<file path="config.mk">
export PLATFORM = sky130hd
export DESIGN_NAME = tmcw_regs
export DESIGN_NICKNAME = d
export VERILOG_FILES = /design/src/tmcw_pkg.sv /design/src/tmcw_regs.sv
export SDC_FILE = /design/constraint.sdc
export NUM_CORES = 1
export LEC_CHECK = 0
export ABC_AREA = 1
export BUFFER_PORTS_ARGS = -buffer_cell sky130_fd_sc_hd__buf_2
export CAP_MARGIN = 5
export CORE_MARGIN = 8
export CORE_UTILIZATION = 31
export DETAILED_ROUTE_END_ITERATION = 8
export HOLD_SLACK_MARGIN = 0.05
export PLACE_DENSITY = 0.79
export SETUP_SLACK_MARGIN = 0.2
export SYNTH_ARGS = -nofsm -noshare
export SYNTH_HDL_FRONTEND = slang
export SYNTH_SLANG_ARGS = --single-unit
</file>
<file path="constraint.sdc">
create_clock -name clk_i -period 0.9 [get_ports clk_i]
set_input_delay 0.18 -clock clk_i [delete_from_list [all_inputs] [get_ports clk_i]]
set_output_delay 0.18 -clock clk_i [all_outputs]
set_load 0.005 [all_outputs]
</file>
<file path="src/tmcw_pkg.sv">
// Package for the text-mode console writer.
// Holds the item structs, operation and register codes and default geometry.
// Used by every module of the block; depends on nothing.
package tmcw_pkg;

  localparam int COLUMNS_DEF = 80;
  localparam int ROWS_DEF    = 25;

  localparam logic [7:0] NEWLINE_BYTE = 8'h0A;
  localparam logic [7:0] SPACE_BYTE   = 8'h20;

  // APB register indexes
  localparam logic REG_FG = 1'b0;
  localparam logic REG_BG = 1'b1;

  localparam int APB_AW = 3;
  localparam int APB_DW = 32;

  typedef enum logic [1:0] {
    OP_PUT   = 2'd0,
    OP_CLEAR = 2'd1,
    OP_READ  = 2'd2,
    OP_NONE  = 2'd3
  } op_e;

  typedef enum logic [2:0] {
    ST_IDLE  = 3'b001,
    ST_READ  = 3'b010,
    ST_CLEAR = 3'b100
  } state_e;

  typedef struct packed {
    op_e         op;
    logic [7:0]  char_byte;
    logic [10:0] read_index;
  } in_item_t;

  typedef struct packed {
    logic [10:0] cell_index;
    logic [15:0] cell_value;
    logic        cell_written;
    logic [10:0] cursor_offset;
  } out_item_t;

endpackage

</file>
<file path="src/tmcw_regs.sv">
// APB register file of the console writer: foreground and background color.
// Depends on tmcw_pkg; feeds the current attribute byte to the top level.
module tmcw_regs import tmcw_pkg::*; (
  input  logic              clk_i,
  input  logic              rst_ni,
  input  logic              psel,
  input  logic              penable,
  input  logic              pwrite,
  input  logic [APB_AW-1:0] paddr,
  input  logic [APB_DW-1:0] pwdata,
  output logic [APB_DW-1:0] prdata,
  output logic              pready,
  output logic [7:0]        attr_o
);

  logic [3:0] fg_q, fg_d;
  logic [3:0] bg_q, bg_d;
  logic       wr_en;
  logic       reg_sel;

  assign pready  = 1'b1;
  assign reg_sel = paddr[2];
  assign wr_en   = psel && penable && pwrite;

  always_comb begin
    fg_d = fg_q;
    bg_d = bg_q;
    if (wr_en) begin
      case (reg_sel)
        REG_FG:  fg_d = pwdata[3:0];
        REG_BG:  bg_d = pwdata[3:0];
        default: ;
      endcase
    end
  end

  always_ff @(posedge clk_i or negedge rst_ni) begin
    if (!rst_ni) begin
      fg_q <= 4'd14;
      bg_q <= 4'd2;
    end else begin
      fg_q <= fg_d;
      bg_q <= bg_d;
    end
  end

  always_comb begin
    case (reg_sel)
      REG_FG:  prdata = {{(APB_DW-4){1'b0}}, fg_q};
      REG_BG:  prdata = {{(APB_DW-4){1'b0}}, bg_q};
      default: prdata = '0;
    endcase
  end

  assign attr_o = {bg_q, fg_q};

endmodule

</file>
==> metrics.csv <==
stage;metric;value;unit
run_status;status;complete, but fails checks;
run_status;failing checks;negative setup slack;
clock_network;Clock Path Buffers;2;
floorplan;die area;3733;µm²
global_routing;grt total ovfl;0;
yosys;Synthesis Warnings;0;
clock_network;Clock Pin Slew Worst Setup and Hold Paths;0.05;ns
critical_path;Setup CP Type;reg2out;
global_routing;global-route wire length before repair;2.097;mm
sta;setup ws final;-0.2809;ns
finish;Core Util, Final;39.30;%
power;Leakage;0.4567;nW
finish;Filler cells;209;
place;Placer Congestion;0.6774;
sta;Layout Skew;0;ns
min_path;worst min path class;in2reg;
finish;share of cells above drive strength 1;38.74;%
clock_network;CTS tree;done;
power;Power Dens Cells;1579;nW/µm²
drt;first drt pass iteration count;6;
floorplan;initial core utilization;32.47;%
power;Final Power;1.205;mW
yosys;Synth Register Bits;8;
power;worst vdd ir;524.2;µV
finish;Layout Nets;153;
critical_path;CP arrival;1.00;ns
place;Post-Place Cells;129;
yosys;Yosys cell types;12;
sta;final hold vios;0;
drt;ANT nets after route;0;
drt;Via density;3.681;
drt;via count;508;
yosys;synthesized area;630.6;µm²
finish;Layout area overhead;21.03;%
place;buffers added on ports;21;
finish;most frequent cells in the layout;conb_1 (29), nand2_1 (25), buf_2 (18);
floorplan;Cell Rows;16;
sta;Final min period;1.181;ns
sta;unrepaired setup endpoints after global routing;true;
sta;final setup violating endpoints;12;
place;DP HPWL;1.229;mm
floorplan;Die Y;61.10;µm
floorplan;die width;61.10;µm
finish;commonest non-fill, non-tap cell in the layout;conb_1;
drt;Initial DRC Count;22;
yosys;Seq/Total Area, Yosys;32.54;%
global_routing;largest net degree at the start of global routing;9;
floorplan;# IOs;81;
critical_path;maximum fanout along the worst path;3;
drt;DRC viols;0;
global_routing;initial antenna violation count;0;
critical_path;CP startpoint kind;flip-flop;
clock_network;Skew-Pair Late Insertion Delay;0.25;ns
sta;max-slew violation count;0;
sta;Achievable Freq;846.8;MHz
critical_path;crit end category;output port;
job;# Max-Cap Violations;0;
global_routing;vias in the first global route;471;
finish;Final Non-Filler Cells;138;
global_routing;Tot GR Track Use;7.611;%
yosys;Mapped Avg Cell Area;7.690;µm²
drt;Total Wirelength;1.525;mm
clock_network;CTS root buffer;clkbuf_4;
clock_network;H-tree levels;1;
critical_path;WP data required;0.72;ns
sta;period utilization;131.2;%
clock_network;CTS buffer count;3;
yosys;Syn Inst Count;82;
floorplan;core area;1942;µm²
drt;wire per inst;11.05;µm
finish;ANT cells;0;
clock_network;clock sinks;8;
stage by stage:
step | worst slack (ns) | setup TNS (ns) | cell area [µm²] | hold slack, ns
finish | -0.2809 | -1.945 | 763.2 | 0.1551
floorplan | 0.08618 | 0 | 732.0 | -0.1156
global route | -0.3337 | -2.437 | 763.2 | 0.1552
global placement | -0.005539 | -0.008435 | 656.9 | 0.02119
detailed placement | -0.01207 | -0.01912 | 656.9 | 0.02580
CTS | -0.2927 | -2.024 | 704.4 | 0.1473
cell usage after synthesis:
cell,instances,area [µm²]
conb_1,2,7.510
buf_6,1,11.26
nand3_1,8,40.04
nand2_1,29,108.9
inv_2,1,3.750
nand4_1,1,6.260
buf_4,29,217.7
dfrtp_1,4,100.1
nand4_2,1,12.51
dfstp_2,4,105.1
inv_4,1,6.260
nor2_4,1,11.26
worst max-delay path, stage by stage (launching register included):
cell     delay (ns)
dfstp_2        0.55
nand2_1        0.05
nand2_1        0.05
buf_2          0.11
power breakdown:
| group | internal, mW | switching (mW) | leakage, nW |
|---|---|---|---|
| Sequential | 0.453 | 0.0514 | 0.0922 |
| Combinational | 0.224 | 0.205 | 0.351 |
| Clock | 0.152 | 0.119 | 0.0138 |
layout make-up:
cell class | instances | area (µm²) | area share (%)
multi-input cells | 69 | 297.8 | 39.02
flip-flops and latches | 8 | 205.2 | 26.89
repair buffers | 29 | 193.9 | 25.41
well taps | 27 | 33.78 | 4.426
clock buffers | 3 | 22.52 | 2.951
inverters | 2 | 10.01 | 1.311
cells by family after synthesis:
family / after synthesis / share of synthesized area [%]
DFF: 8 / 32.54
other: 2 / 1.191
buffers and inverters: 32 / 37.90
and+or+nand+nor: 40 / 28.37
sequential cells by signal (all words and copies together) (netlist names):
signal,count
bg_q,4
fg_q,4
routing by layer:
layer / share of wire (%) / track usage, %
met2: 53 / 14.18
met5: 0 / 0
met4: 0 / 2.990
met3: 13 / 4.175
met1: 34 / 6.563
timing repair:
| action | CTS | global route |
|---|---|---|
| resized for setup | 0 | 10 |
| buffers inserted | 2 | 3 |
| pin swaps | 2 | 4 |
| gates cloned | 0 | 0 |
| setup endpoints to repair | 15 | 17 |
| hold endpoints to repair | 8 | 0 |
| hold buffers | 1 | 0 |
path summary, 6_finish.rpt:
kind                                start  slack (ns)  cells past startpoint         to
worst max-delay path              fg_q[3]       -0.28                      3  prdata[3]
worst min-delay path            pwdata[1]        0.16                      3    bg_q[1]
worst max register to register    fg_q[1]        0.04                      4    fg_q[1]
worst min register to register    fg_q[2]        0.48                      2    fg_q[2]
max in group asynchronous          rst_ni        0.34                      2    fg_q[3]
min in group asynchronous          rst_ni        0.32                      2    bg_q[2]
Note: power is estimated with default switching activity, not from simulation.
